### config.mk
export PLATFORM = sky130hd
export DESIGN_NAME = fraction_four_op_reducer_core
export DESIGN_NICKNAME = d
export VERILOG_FILES = /design/src/design/fr4_pkg.sv /design/src/design/fraction_four_op_reducer_core.sv /design/src/design/fr4_divider.sv /design/src/design/fr4_datapath.sv /design/src/design/fr4_controller.sv
export SDC_FILE = /design/constraint.sdc
export NUM_CORES = 2
export LEC_CHECK = 0
export ABC_CLOCK_PERIOD_IN_PS = 11500
export BUFFER_PORTS_ARGS = -buffer_cell sky130_fd_sc_hd__buf_2
export CAP_MARGIN = 20
export CELL_PAD_IN_SITES_DETAIL_PLACEMENT = 0
export CELL_PAD_IN_SITES_GLOBAL_PLACEMENT = 1
export CORE_MARGIN = 1.5
export CORE_UTILIZATION = 47
export DETAILED_ROUTE_END_ITERATION = 10
export PLACE_DENSITY_LB_ADDON = 0.1
export SLEW_MARGIN = 10
export SYNTH_ARGS = -nofsm -noshare
export SYNTH_HDL_FRONTEND = slang
export SYNTH_SLANG_ARGS = --single-unit
### constraint.sdc
create_clock -name clk -period 11.5 [get_ports clk]
set_input_delay 1.725 -clock clk [delete_from_list [all_inputs] [get_ports clk]]
set_output_delay 1.725 -clock clk [all_outputs]
set_load 0.01 [all_outputs]
### src/design/fr4_pkg.sv
`default_nettype none
package fr4_pkg;
	localparam int OperandWidthDefault = 16;
	localparam int FieldWidth = 16;
	localparam int NumWidth = 32;
	localparam int DenWidth = 31;

	typedef enum logic [1:0] {
		OP_ADD = 2'd0,
		OP_SUB = 2'd1,
		OP_MUL = 2'd2,
		OP_DIV = 2'd3
	} op_t;

	typedef enum logic [1:0] {
		ST_OK = 2'd0,
		ST_DEN_ZERO = 2'd1,
		ST_DIV_ZERO = 2'd2
	} status_t;

	typedef enum logic [1:0] {
		EK_NORMAL = 2'd0,
		EK_DEN_ZERO = 2'd1,
		EK_DIV_ZERO = 2'd2,
		EK_ZERO = 2'd3
	} emit_kind_t;

	typedef enum logic [2:0] {
		DP_LOAD = 3'd0,
		DP_MUL = 3'd1,
		DP_SETUP = 3'd2,
		DP_GCD = 3'd3,
		DP_QUOT = 3'd4,
		DP_IDLE = 3'd5,
		DP_STEP = 3'd6,
		DP_QSTORE = 3'd7
	} dp_cmd_t;

	typedef struct packed {
		dp_cmd_t cmd;
		op_t op;
		logic div_start;
	} ctl_t;

	typedef struct packed {
		logic den_zero;
		logic div_zero;
		logic zero_num;
		logic gcd_done;
		logic div_busy;
	} sts_t;
endpackage
`default_nettype wire

### src/design/fraction_four_op_reducer_core.sv
`default_nettype none
// Takes two signed fractions a/b and c/d as one input transaction and returns
// four reduced results in order: sum, difference, product and quotient, the
// last flagged by tlast; a zero input denominator gives one error result.
// One item at a time: each result runs Euclid's algorithm through a shared
// bit-serial divider, then two divisions by the GCD. A zero result skips the
// divisions and an error item skips the algorithm, so how long an item takes
// depends on data, plus any time the output is held off.
module fraction_four_op_reducer_core import fr4_pkg::*; #(
	parameter int OPERAND_WIDTH = OperandWidthDefault
) (
	input wire logic clk,
	input wire logic arst_n,
	input wire logic s_axis_tvalid,
	output logic s_axis_tready,
	// first_numerator, first_denominator, second_numerator, second_denominator
	input wire logic [63:0] s_axis_tdata,
	output logic m_axis_tvalid,
	input wire logic m_axis_tready,
	// result_numerator, result_denominator, zero fill to 64 bits
	output logic [63:0] m_axis_tdata,
	// operation, status, negative
	output logic [4:0] m_axis_tuser,
	output logic m_axis_tlast
);
	ctl_t ctl;
	sts_t sts;
	logic emit;
	emit_kind_t emit_kind;
	logic emit_last;
	logic negative;
	logic [NumWidth-1:0] res_num;
	logic [DenWidth-1:0] res_den;
	logic out_free;
	logic in_ready;

	assign out_free = !m_axis_tvalid || m_axis_tready;
	assign s_axis_tready = in_ready;

	fr4_controller u_ctl (
		.clk(clk), .arst_n(arst_n), .in_fire(s_axis_tvalid && in_ready),
		.out_free(out_free), .sts(sts), .ctl(ctl), .in_ready(in_ready),
		.emit(emit), .emit_kind(emit_kind), .emit_last(emit_last)
	);

	fr4_datapath #(.OPERAND_WIDTH(OPERAND_WIDTH)) u_dp (
		.clk(clk), .arst_n(arst_n), .in_data(s_axis_tdata), .ctl(ctl),
		.sts(sts), .negative(negative), .res_num(res_num), .res_den(res_den)
	);

	always_ff @(posedge clk or negedge arst_n) begin
		if (!arst_n) begin
			m_axis_tvalid <= 1'b0;
		end else if (emit) begin
			m_axis_tvalid <= 1'b1;
		end else if (m_axis_tready) begin
			m_axis_tvalid <= 1'b0;
		end
	end

	always_ff @(posedge clk) begin
		if (emit) begin
			m_axis_tlast <= emit_last;
			unique case (emit_kind)
				EK_DEN_ZERO: begin
					m_axis_tuser <= {1'b0, ST_DEN_ZERO, OP_ADD};
					m_axis_tdata <= '0;
				end
				EK_DIV_ZERO: begin
					m_axis_tuser <= {1'b0, ST_DIV_ZERO, ctl.op};
					m_axis_tdata <= '0;
				end
				EK_ZERO: begin
					m_axis_tuser <= {1'b0, ST_OK, ctl.op};
					m_axis_tdata <= {1'b0, 31'd1, 32'd0};
				end
				default: begin
					m_axis_tuser <= {negative, ST_OK, ctl.op};
					m_axis_tdata <= {1'b0, res_den, res_num};
				end
			endcase
		end
	end

`ifndef SYNTHESIS
	a_out_hold: assert property (@(posedge clk) disable iff (!arst_n)
		(m_axis_tvalid && !m_axis_tready) |=> (m_axis_tvalid && $stable(m_axis_tdata)
		&& $stable(m_axis_tuser) && $stable(m_axis_tlast)))
		else $error("output changed while stalled");
	a_err_last: assert property (@(posedge clk) disable iff (!arst_n)
		(m_axis_tvalid && m_axis_tuser[3:2] == ST_DEN_ZERO) |-> m_axis_tlast)
		else $error("error result not last");
	a_div_op: assert property (@(posedge clk) disable iff (!arst_n)
		(m_axis_tvalid && m_axis_tuser[3:2] == ST_DIV_ZERO) |-> m_axis_tuser[1:0] == OP_DIV)
		else $error("divide status on wrong op");
`endif
endmodule
`default_nettype wire

### src/design/fr4_divider.sv
`default_nettype none
module fr4_divider import fr4_pkg::*; #(
	parameter int W = 2 * OperandWidthDefault + 2
) (
	input wire logic clk,
	input wire logic arst_n,
	input wire logic start,
	input wire logic [W-1:0] dividend,
	input wire logic [W-1:0] divisor,
	output logic busy,
	output logic [W-1:0] quotient,
	output logic [W-1:0] remainder
);
	localparam int CW = $clog2(W + 1);
	logic [CW-1:0] count_q;
	logic [W-1:0] quot_q;
	logic [W-1:0] rem_q;
	logic [W-1:0] dvs_q;
	logic [W:0] trial;
	logic [W:0] shifted;

	assign shifted = {rem_q, quot_q[W-1]};
	assign trial = shifted - {1'b0, dvs_q};

	always_ff @(posedge clk or negedge arst_n) begin
		if (!arst_n) begin
			count_q <= '0;
		end else if (start) begin
			count_q <= CW'(W);
		end else if (count_q != '0) begin
			count_q <= count_q - 1'b1;
		end
	end

	always_ff @(posedge clk) begin
		if (start) begin
			quot_q <= dividend;
			rem_q <= '0;
			dvs_q <= divisor;
		end else if (count_q != '0) begin
			if (!trial[W]) begin
				rem_q <= trial[W-1:0];
				quot_q <= {quot_q[W-2:0], 1'b1};
			end else begin
				rem_q <= shifted[W-1:0];
				quot_q <= {quot_q[W-2:0], 1'b0};
			end
		end
	end

	assign busy = start || (count_q != '0);
	assign quotient = quot_q;
	assign remainder = rem_q;
endmodule
`default_nettype wire

### src/design/fr4_datapath.sv
`default_nettype none
module fr4_datapath import fr4_pkg::*; #(
	parameter int OPERAND_WIDTH = OperandWidthDefault
) (
	input wire logic clk,
	input wire logic arst_n,
	input wire logic [4*FieldWidth-1:0] in_data,
	input wire ctl_t ctl,
	output sts_t sts,
	output logic negative,
	output logic [NumWidth-1:0] res_num,
	output logic [DenWidth-1:0] res_den
);
	localparam int OW = OPERAND_WIDTH;
	localparam int PW = 2 * OW;
	localparam int DW = PW + 2;

	logic [OW-1:0] a_q, b_q, c_q, d_q;
	logic an_q, bn_q, cn_q, dn_q;
	logic [PW-1:0] ad_q, bc_q, bd_q, ac_q;
	logic [DW-1:0] nm_q, dm_q, x_q, y_q;
	logic neg_q;
	logic [1:0] qphase_q;
	logic [DW-1:0] g_q;
	logic start;
	logic busy;
	logic [DW-1:0] quo, rem, dvd, dvs;
	logic [DW-1:0] sum_n;
	logic sum_neg;
	logic [DW-1:0] e_ad, e_bc;
	logic bc_neg;

	function automatic logic [OW:0] load(input logic [FieldWidth-1:0] raw);
		logic [OW-1:0] v;
		logic s;
		v = OW'(raw);
		s = v[OW-1];
		load = {s, s ? (~v + 1'b1) : v};
	endfunction

	always_ff @(posedge clk) begin
		if (ctl.cmd == DP_LOAD) begin
			{an_q, a_q} <= load(in_data[FieldWidth-1:0]);
			{bn_q, b_q} <= load(in_data[2*FieldWidth-1:FieldWidth]);
			{cn_q, c_q} <= load(in_data[3*FieldWidth-1:2*FieldWidth]);
			{dn_q, d_q} <= load(in_data[4*FieldWidth-1:3*FieldWidth]);
		end
	end

	always_ff @(posedge clk) begin
		if (ctl.cmd == DP_MUL) begin
			ad_q <= PW'(a_q) * PW'(d_q);
			bc_q <= PW'(b_q) * PW'(c_q);
			bd_q <= PW'(b_q) * PW'(d_q);
			ac_q <= PW'(a_q) * PW'(c_q);
		end
	end

	assign e_ad = DW'(ad_q);
	assign e_bc = DW'(bc_q);
	// Sign of the cross term bc flips for the difference.
	assign bc_neg = (bn_q ^ cn_q) ^ (ctl.op == OP_SUB);

	always_comb begin
		if ((an_q ^ dn_q) == bc_neg) begin
			sum_n = e_ad + e_bc;
			sum_neg = bc_neg;
		end else if (e_ad >= e_bc) begin
			sum_n = e_ad - e_bc;
			sum_neg = an_q ^ dn_q;
		end else begin
			sum_n = e_bc - e_ad;
			sum_neg = bc_neg;
		end
	end

	assign start = ctl.div_start;
	assign dvd = (ctl.cmd == DP_QUOT) ? ((qphase_q == 2'd0) ? nm_q : dm_q) : x_q;
	assign dvs = (ctl.cmd == DP_QUOT) ? g_q : y_q;

	fr4_divider #(.W(DW)) u_div (
		.clk(clk), .arst_n(arst_n), .start(start),
		.dividend(dvd), .divisor(dvs),
		.busy(busy), .quotient(quo), .remainder(rem)
	);

	always_ff @(posedge clk or negedge arst_n) begin
		if (!arst_n) begin
			qphase_q <= '0;
		end else if (ctl.cmd == DP_SETUP) begin
			qphase_q <= '0;
		end else if (ctl.cmd == DP_QUOT && start) begin
			qphase_q <= qphase_q + 1'b1;
		end
	end

	always_ff @(posedge clk) begin
		if (ctl.cmd == DP_SETUP) begin
			unique case (ctl.op) inside
				OP_ADD, OP_SUB: begin
					nm_q <= sum_n;
					neg_q <= sum_neg ^ bn_q ^ dn_q;
					dm_q <= DW'(bd_q);
				end
				OP_MUL: begin
					nm_q <= DW'(ac_q);
					neg_q <= an_q ^ cn_q ^ bn_q ^ dn_q;
					dm_q <= DW'(bd_q);
				end
				default: begin
					nm_q <= e_ad;
					neg_q <= an_q ^ dn_q ^ bn_q ^ cn_q;
					dm_q <= e_bc;
				end
			endcase
			x_q <= (ctl.op == OP_ADD || ctl.op == OP_SUB) ? sum_n :
				(ctl.op == OP_MUL) ? DW'(ac_q) : e_ad;
			y_q <= (ctl.op == OP_DIV) ? e_bc : DW'(bd_q);
		end else if (ctl.cmd == DP_STEP) begin
			x_q <= y_q;
			y_q <= rem;
		end else if (ctl.cmd == DP_QSTORE) begin
			if (qphase_q == 2'd1) nm_q <= quo;
			else dm_q <= quo;
		end
		if (ctl.cmd == DP_GCD) g_q <= x_q;
	end

	assign sts.den_zero = (b_q == '0) || (d_q == '0);
	assign sts.div_zero = (c_q == '0);
	assign sts.zero_num = (x_q == '0) || (y_q == '0);
	assign sts.gcd_done = (y_q == '0);
	assign sts.div_busy = busy;
	assign negative = neg_q;
	assign res_num = NumWidth'(nm_q);
	assign res_den = DenWidth'(dm_q);
endmodule
`default_nettype wire

### src/design/fr4_controller.sv
`default_nettype none
module fr4_controller import fr4_pkg::*; (
	input wire logic clk,
	input wire logic arst_n,
	input wire logic in_fire,
	input wire logic out_free,
	input wire sts_t sts,
	output ctl_t ctl,
	output logic in_ready,
	output logic emit,
	output emit_kind_t emit_kind,
	output logic emit_last
);
	typedef enum logic [7:0] {
		S_IDLE = 8'b00000001,
		S_MUL = 8'b00000010,
		S_CHECK = 8'b00000100,
		S_SETUP = 8'b00001000,
		S_GCD = 8'b00010000,
		S_QUOT = 8'b00100000,
		S_EMIT = 8'b01000000,
		S_WAIT = 8'b10000000
	} state_t;

	state_t state_q;
	op_t op_q;
	logic [1:0] q_q;

	// In the Euclid loop the phase counter checks for a zero value, then alternates
	// between starting a division and waiting for its remainder.
	always_comb begin
		ctl.cmd = DP_IDLE;
		ctl.op = op_q;
		ctl.div_start = 1'b0;
		unique case (state_q)
			S_IDLE: ctl.cmd = DP_LOAD;
			S_MUL: ctl.cmd = DP_MUL;
			S_SETUP: ctl.cmd = DP_SETUP;
			S_GCD: begin
				ctl.cmd = DP_GCD;
				if (q_q == 2'd1) ctl.div_start = !sts.gcd_done;
				else if (q_q == 2'd2 && !sts.div_busy) ctl.cmd = DP_STEP;
			end
			S_QUOT: begin
				ctl.cmd = DP_QUOT;
				ctl.div_start = !q_q[0];
				if (q_q[0] && !sts.div_busy) ctl.cmd = DP_QSTORE;
			end
			default: ctl.cmd = DP_IDLE;
		endcase
	end

	assign in_ready = (state_q == S_IDLE);
	assign emit = (state_q == S_EMIT) && out_free;

	always_ff @(posedge clk or negedge arst_n) begin
		if (!arst_n) begin
			state_q <= S_IDLE;
			op_q <= OP_ADD;
			q_q <= '0;
			emit_kind <= EK_NORMAL;
			emit_last <= 1'b0;
		end else begin
			unique case (state_q)
				S_IDLE: if (in_fire) state_q <= S_MUL;
				S_MUL: state_q <= S_CHECK;
				S_CHECK: begin
					op_q <= OP_ADD;
					if (sts.den_zero) begin
						emit_kind <= EK_DEN_ZERO;
						emit_last <= 1'b1;
						state_q <= S_EMIT;
					end else begin
						state_q <= S_SETUP;
					end
				end
				S_SETUP: begin
					q_q <= '0;
					emit_last <= (op_q == OP_DIV);
					if (op_q == OP_DIV && sts.div_zero) begin
						emit_kind <= EK_DIV_ZERO;
						state_q <= S_EMIT;
					end else begin
						state_q <= S_GCD;
					end
				end
				S_GCD: begin
					if (q_q == 2'd0) begin
						if (sts.zero_num) begin
							emit_kind <= EK_ZERO;
							state_q <= S_EMIT;
						end else begin
							q_q <= 2'd1;
						end
					end else if (q_q == 2'd1) begin
						if (sts.gcd_done) begin
							q_q <= '0;
							state_q <= S_QUOT;
						end else begin
							q_q <= 2'd2;
						end
					end else if (!sts.div_busy) begin
						q_q <= 2'd1;
					end
				end
				S_QUOT: begin
					if (!q_q[0]) begin
						q_q <= q_q + 1'b1;
					end else if (!sts.div_busy) begin
						if (q_q == 2'd1) q_q <= 2'd2;
						else begin
							emit_kind <= EK_NORMAL;
							state_q <= S_EMIT;
						end
					end
				end
				S_EMIT: if (out_free) state_q <= S_WAIT;
				S_WAIT: begin
					if (emit_last) state_q <= S_IDLE;
					else begin
						op_q <= op_t'(op_q + 1'b1);
						state_q <= S_SETUP;
					end
				end
				default: state_q <= S_IDLE;
			endcase
		end
	end
endmodule
`default_nettype wire
After elaboration in Yosys (flattened, before gate mapping)
Cells that the tools add are included.
{ "totals": {"inputBits": 68, "output_inout_bits": 72, "ff_bits": 563} }
{ "classes": {"n_eq_ne": 43, "multipliers": 4, "n_bitwise": 14, "n_reduce_logical": 46, "magnitude_cmp": 1, "addsub": 12, "mux": 81} }
{ "ops": {"columns": ["operator", "n"], "rows": [
  ["$mux W34", 21],
  ["$mul A16 B16 Y32", 4],
  ["$pmux W63 S2", 1],
  ["$mux W32", 3],
  ["$mux W8", 9],
  ["$logic_not A34 Y1", 2],
  ["$pmux W34 S2", 1],
  ["$sub A32 B32 Y33", 2],
  ["$add A16 B1 Y16 const B", 4],
  ["$not A16 Y16", 4],
  ["$pmux W8 S8", 1],
  ["$mux W15", 4],
  ["$logic_not A16 Y1", 3],
  ["$mux W2", 19],
  ["$sub A35 B34 Y35", 1],
  ["$add A32 B32 Y33", 1],
  ["$ge A32 B32 Y1", 1],
  ["$reduce_and A8 Y1", 2],
  ["$reduce_bool A2 Y1", 8],
  ["$pmux W3 S5", 1],
  ["$pmux W5 S3", 1],
  ["$mux W7", 2],
  ["$ne A2 B1 Y1 const B", 7],
  ["$mux W6", 2],
  ["other kinds (41)", 97]
]} }

Logic depth before layout (Yosys ltp)
{ "depth": {"depth_word": 14, "mapped_depth": 25, "depth_no_buf": 24} }

Cells and area by module
A second synthesis with hierarchy kept.
{ "unflattened": {"hier_cells": 6817, "area_unflattened_um2": 64904.7} }
{ "modules_own_cells": {"columns": ["module", "instances", "cells_per_inst", "seq_area_each_um2", "area_per_inst_um2"], "rows": [
  ["fr4_datapath", 1, 5905, 11070.6, 54880.1],
  ["fr4_divider", 1, 652, 2872.8, 6378.6],
  ["fraction_four_op_reducer_core", 1, 152, 2097.0, 2660.1],
  ["fr4_controller", 1, 108, 376.6, 985.9]
]} }

Worst setup path after synthesis
OpenSTA, ideal clock, no wires.
{ "synth_timing": {"path_kind": "reg2reg", "from": "reg u_ctl.state_q[2]", "to": "reg u_dp.ac_q[0], enable pin", "setup_time_ps": 800, "synth_period_minus_slack_ps": 10946, "path_stages_with_launch": 5, "required_time_ps": 10700, "arrival_ps": 10146, "slack_ps": 554, "path_cell_list": "dfrtp_1 clkbuf_1 nor2_1 nand3_1 nor3b_1"} }
{ "synth_via": {"elab_chain_len": 9} }
{ "synth_rtl": {"columns": ["element", "line", "rtl"], "rows": [
  ["start, declared", "fr4_controller.sv:25", "state_t state_q;"],
  ["start signal, assigned", "fr4_controller.sv:58", "state_q <= S_IDLE;"],
  ["start signal, assigned", "fr4_controller.sv:65", "S_IDLE: if (in_fire) state_q <= S_MUL;"],
  ["start signal, assigned", "fr4_controller.sv:66", "S_MUL: state_q <= S_CHECK;"],
  ["$eq A8 B6 Y1 or $eq A8 B5 Y1 (tied branches)", "fr4_controller.sv:35", "unique case (state_q)"],
  ["$pmux W1 S2", "fr4_controller.sv:35", null],
  ["$logic_or A1 B1 Y1", "fr4_divider.sv:51", "assign busy = start || (count_q != '0);"],
  ["$logic_not A1 Y1", "fr4_controller.sv:42, fr4_controller.sv:47", null],
  ["$logic_and A1 B1 Y1", "fr4_controller.sv:42", "else if (q_q == 2'd2 && !sts.div_busy) ctl.cmd = DP_STEP;"],
  ["$mux W3", "fr4_controller.sv:42", null],
  ["$mux W3", "fr4_controller.sv:41", "if (q_q == 2'd1) ctl.div_start = !sts.gcd_done;"],
  ["$pmux W3 S5 *", "fr4_controller.sv:35", null],
  ["$eq A3 B1 Y1 *", "fr4_datapath.sv:51", "if (ctl.cmd == DP_MUL) begin"],
  ["end signal, assigned", "fr4_datapath.sv:55", "ac_q <= PW'(a_q) * PW'(c_q);"],
  ["end, declared", "fr4_datapath.sv:20", "logic [PW-1:0] ad_q, bc_q, bd_q, ac_q;"]
]} }
Mark *: on every way between the ends. The rest lies on a longest branch, timed or not.
A chain may end at the register's enable or synchronous reset.

Worst setup path after layout
{ "layout_timing": {"from": "reg u_dp.d_q[4]", "to": "reg u_dp.bd_q[31] (data pin)"} }
{ "layout_via": {"elab_chain_len": 1} }
{ "layout_rtl": {"columns": ["element", "line", "rtl"], "rows": [
  ["start, declared", "fr4_datapath.sv:18", "logic [OW-1:0] a_q, b_q, c_q, d_q;"],
  ["start signal, assigned", "fr4_datapath.sv:46", "{dn_q, d_q} <= load(in_data[4*FieldWidth-1:3*FieldWidth]);"],
  ["$mul A16 B16 Y32", "fr4_datapath.sv:54", "bd_q <= PW'(b_q) * PW'(d_q);"],
  ["end signal, assigned", "fr4_datapath.sv:54", null],
  ["end, declared", "fr4_datapath.sv:20", null]
]} }
Every way passes these cells.

==> flow_summary_export.csv <==
group,metric,value,unit
floorplan,die_h,374.1,µm
sta,clock_skew,0.05231,ns
detailed_routing,drt_wl_total,198400,µm
synthesis,synthMuxAreaShare,0.02022,
layout,nFillCells,12809,
floorplan,core_area,136100,µm²
synthesis,yosysWarnings,0,
detailed_routing,wl_met1,87360,µm
sta,relSlewSlack,0.2332,
floorplan,start_util,0.4755,
floorplan,fp.dieW,374.1,µm
synthesis,synth_nets,8239,
clock_network,cts_tree,"built",
critical_path,critPathMaxFanout,18,
critical_path,critPathKind,"reg2reg",
synthesis,ys_ff_latch,562,
detailed_routing,routedWlPerCell,22.95,µm
clock_network,clock_path_buffers,3,
global_route,grt_max_degree,74,
sta,max_freq,136.4,MHz
synthesis,async_reset_ff_frac,0.04270,
synthesis,yosysTopAreaCell,"fa_1",
synthesis,synth_compound_area_frac,0.1099,
detailed_routing,drc,0,
critical_path,cp_cell_sequence,"buf_16, and2_1, fa_1, inv_1, fa_1, inv_1, fa_1, fa_1, fa_1, inv_1, fa_1, inv_1, ha_1, and3_1, and4_1, a2111oi_2, nor2b_1, o21a_1, o41ai_2, o21ai_1, a21oi_1, o21ai_0, xnor2_1",
clock_network,cts-root-buf,"clkbuf_16",
detailed_routing,route.met3.wl,11230,µm
sta,finalMaxSlewViolations,0,
clock_network,post_cts_buffers,0,
clock_network,clk_latency,0.70,ns
global_route,antenna_found_initial,7,
sta,setup-violations-final,0,
critical_path,slowest_delay,0.73,ns
critical_path,arrival,7.75,ns
synthesis,synth_cells,6834,
floorplan,rows,135,
critical_path,worst_setup_path_start_kind,"register",
layout,layout-drive-gt1-share,0.06705,
synthesis,synth-main-ff-cell,"edfxtp_1",
critical_path,path_common_cell,"fa_1",
global_route,grt_pass1_wl,305200,µm
synthesis,synth_top_area_share,0.2412,
floorplan,fp.dieArea,140000,µm²
synthesis,syn_area,64730,µm²
detailed_routing,vias,47851,
clock_network,path_clk_slew,0.06,ns
sta,hold_viol,0,
detailed_routing,met2WireLength,94430,µm
critical_path,required,11.92,ns
global_route,first_global_vias,49744,
outcome,status,"finished clean",
layout,syn_to_final_growth,7.619,%
critical_path,critPathCaptureType,"register",
placement,dpl.hpwl,152300,µm
placement,gp_congestion,0.9203,
synthesis,synth-seq-area-share,0.2536,
global_route,globalRouteTotalUtil,0.2857,
synthesis,synth_xor_area_frac,0.03178,
synthesis,synth-simple-area-share,0.1514,
synthesis,synth_cell_type_count,99,
synthesis,synth_top_family_by_area,"adder cells",
sta,grt_setup_unrepaired,"no",
placement,port_buffers,138,
detailed_routing,first_pass_iters,6,
detailed_routing,drtIter0Drc,3381,
global_route,grt_overflow,0,
detailed_routing,final_antenna_net_count,0,
clock_network,post_cts_resized,0,
layout,final_nets,8208,
sta,min_period_over_period,0.6376,
sta,hold-worst-slack,0.4768,ns
sta,layout_min_cycle_time,7.333,ns
detailed_routing,via_per_inst,5.536,
synthesis,yosys.area_share.adder,0.3489,
clock_network,numCtsBuffers,71,
clock_network,h-tree-depth,3,
clock_network,clkSinkCount,562,
detailed_routing,routed.top_layer,"met5",
synthesis,synth-edff-count,504,
synthesis,synthTopCellsByArea,"fa_1 24%, edfxtp_1 23%, ha_1 11%, inv_1 6.3%, and2_1 5.5%",
floorplan,pin_count,140,
sta,setup_tns,0,ns
flow_run,max-cap-violations,0,
synthesis,syn_avg_cell_area,9.472,µm²
clock_network,ctsHoldBuffers,0,
sta,worst_pin_slew,1.135,ns
min_path,hold_path.class,"reg2reg",
critical_path,cp_slowest_cell,"edfxtp_1",
[kinds of logic (layout without fill, tap and decap cells)]
group / count (synthesis) / in the layout
fa+ha+maj: 1337 / 1337
compound gates: 1131 / 1131
flops: 562 / 562
buf+inv: 1433 / 1460
other cells: 1 / 2
simple gates: 2010 / 2010
mux: 126 / 126
xor+xnor: 234 / 234
[synth_stat cells, types with 57 or more instances]
cell,number
mux2i_1,88
nand2_1,836
xnor2_1,176
inv_1,1087
a21oi_1,353
o21ai_0,290
o21a_1,63
nand3_1,61
edfxtp_1,504
nor2_1,258
clkbuf_1,301
a21o_1,87
fa_1,780
ha_1,557
xor2_1,57
and2_1,564
[registers in the layout, indices dropped and copies added, names as in the netlist, 32 cells and up]
name,cells
u_dp.bd_q,32
u_dp.nm_q,34
u_dp.x_q,34
u_dp.g_q,34
u_dp.y_q,34
u_dp.bc_q,32
u_dp.u_div.dvs_q,34
m_axis_tdata,63
u_dp.ac_q,32
u_dp.u_div.remainder,34
u_dp.ad_q,32
u_dp.dm_q,34
u_dp.u_div.quotient,34
[stage by stage]
step / util / cells / worst slack, ns / instance area [µm²]
3_3_place_gp: 0.4934 / 8509 / 4.137 / 67180
2_1_floorplan: - / 6834 / 0.5539 / 64730
3_5_place_dp: 0.4937 / 8511 / 4.175 / 67210
5_1_grt: 0.5117 / 8642 / 3.672 / 69660
6_report: 0.5117 / 8643 / 4.167 / 69670
4_1_cts: 0.5117 / 8642 / 4.116 / 69660
[per-layer routing]
layer	up-vias	track usage
met4	4	0.08017
met5	-	0
met2	1302	0.4802
met3	230	0.04022
li1	22198	-
met1	24117	0.3845
[critical path: cells and delay by family (launching register included)]
| kind | cells | cell delay, ns |
|---|---|---|
| xor gates and xnor gates | 1 | 0.14 |
| and+or+nand+nor | 4 | 0.71 |
| DFF | 1 | 0.73 |
| adders and majority gates | 7 | 3.34 |
| buffers and inverters | 5 | 0.51 |
| AOI/OAI and AO/OA | 6 | 1.64 |
[cell usage in the layout, fill, tap and decap left out, types with 45 or more instances in the layout]
cell / n
a21o_1: 87
a21oi_1: 352
and2_1: 564
buf_2: 139
buf_4: 100
clkbuf_16: 71
edfxtp_1: 504
fa_1: 780
ha_1: 554
inv_1: 1085
mux2i_1: 88
nand2_1: 836
nand3_1: 61
nor2_1: 255
nor3_1: 45
o21a_1: 63
o21ai_0: 290
xnor2_1: 175
xor2_1: 56
[final timing paths]
kind                         startpoint            endpoint  slack (ns)  cells after the start
setup / recovery            u_dp.d_q[4]       u_dp.bd_q[31]        4.17                     23
hold / removal             u_dp.x_q[17]        u_dp.g_q[17]        0.48                      0
setup reg to reg            u_dp.d_q[4]       u_dp.bd_q[31]        4.17                     23
hold reg to reg            u_dp.x_q[17]        u_dp.g_q[17]        0.48                      0
max in group asynchronous        arst_n       u_ctl.op_q[0]        9.99                      1
min in group asynchronous        arst_n  u_ctl.emit_kind[0]        1.06                      1
[cell type report]
type | count | area, µm² | area share
well taps | 1781 | 2228 | 0.03199
inverters | 1089 | 4094 | 0.05877
clock buffers | 82 | 1818 | 0.02610
clock inverters | 49 | 635.6 | 0.009124
multi-input cells | 4839 | 43000 | 0.6172
diodes | 1 | 2.502 | 0.00003592
repair buffers | 240 | 1474 | 0.02116
flip-flops and latches | 562 | 16420 | 0.2357
Power is left out: the tool's default activity adds up to more than one toggle a clock period on the data nets, which glitch-free logic cannot reach.
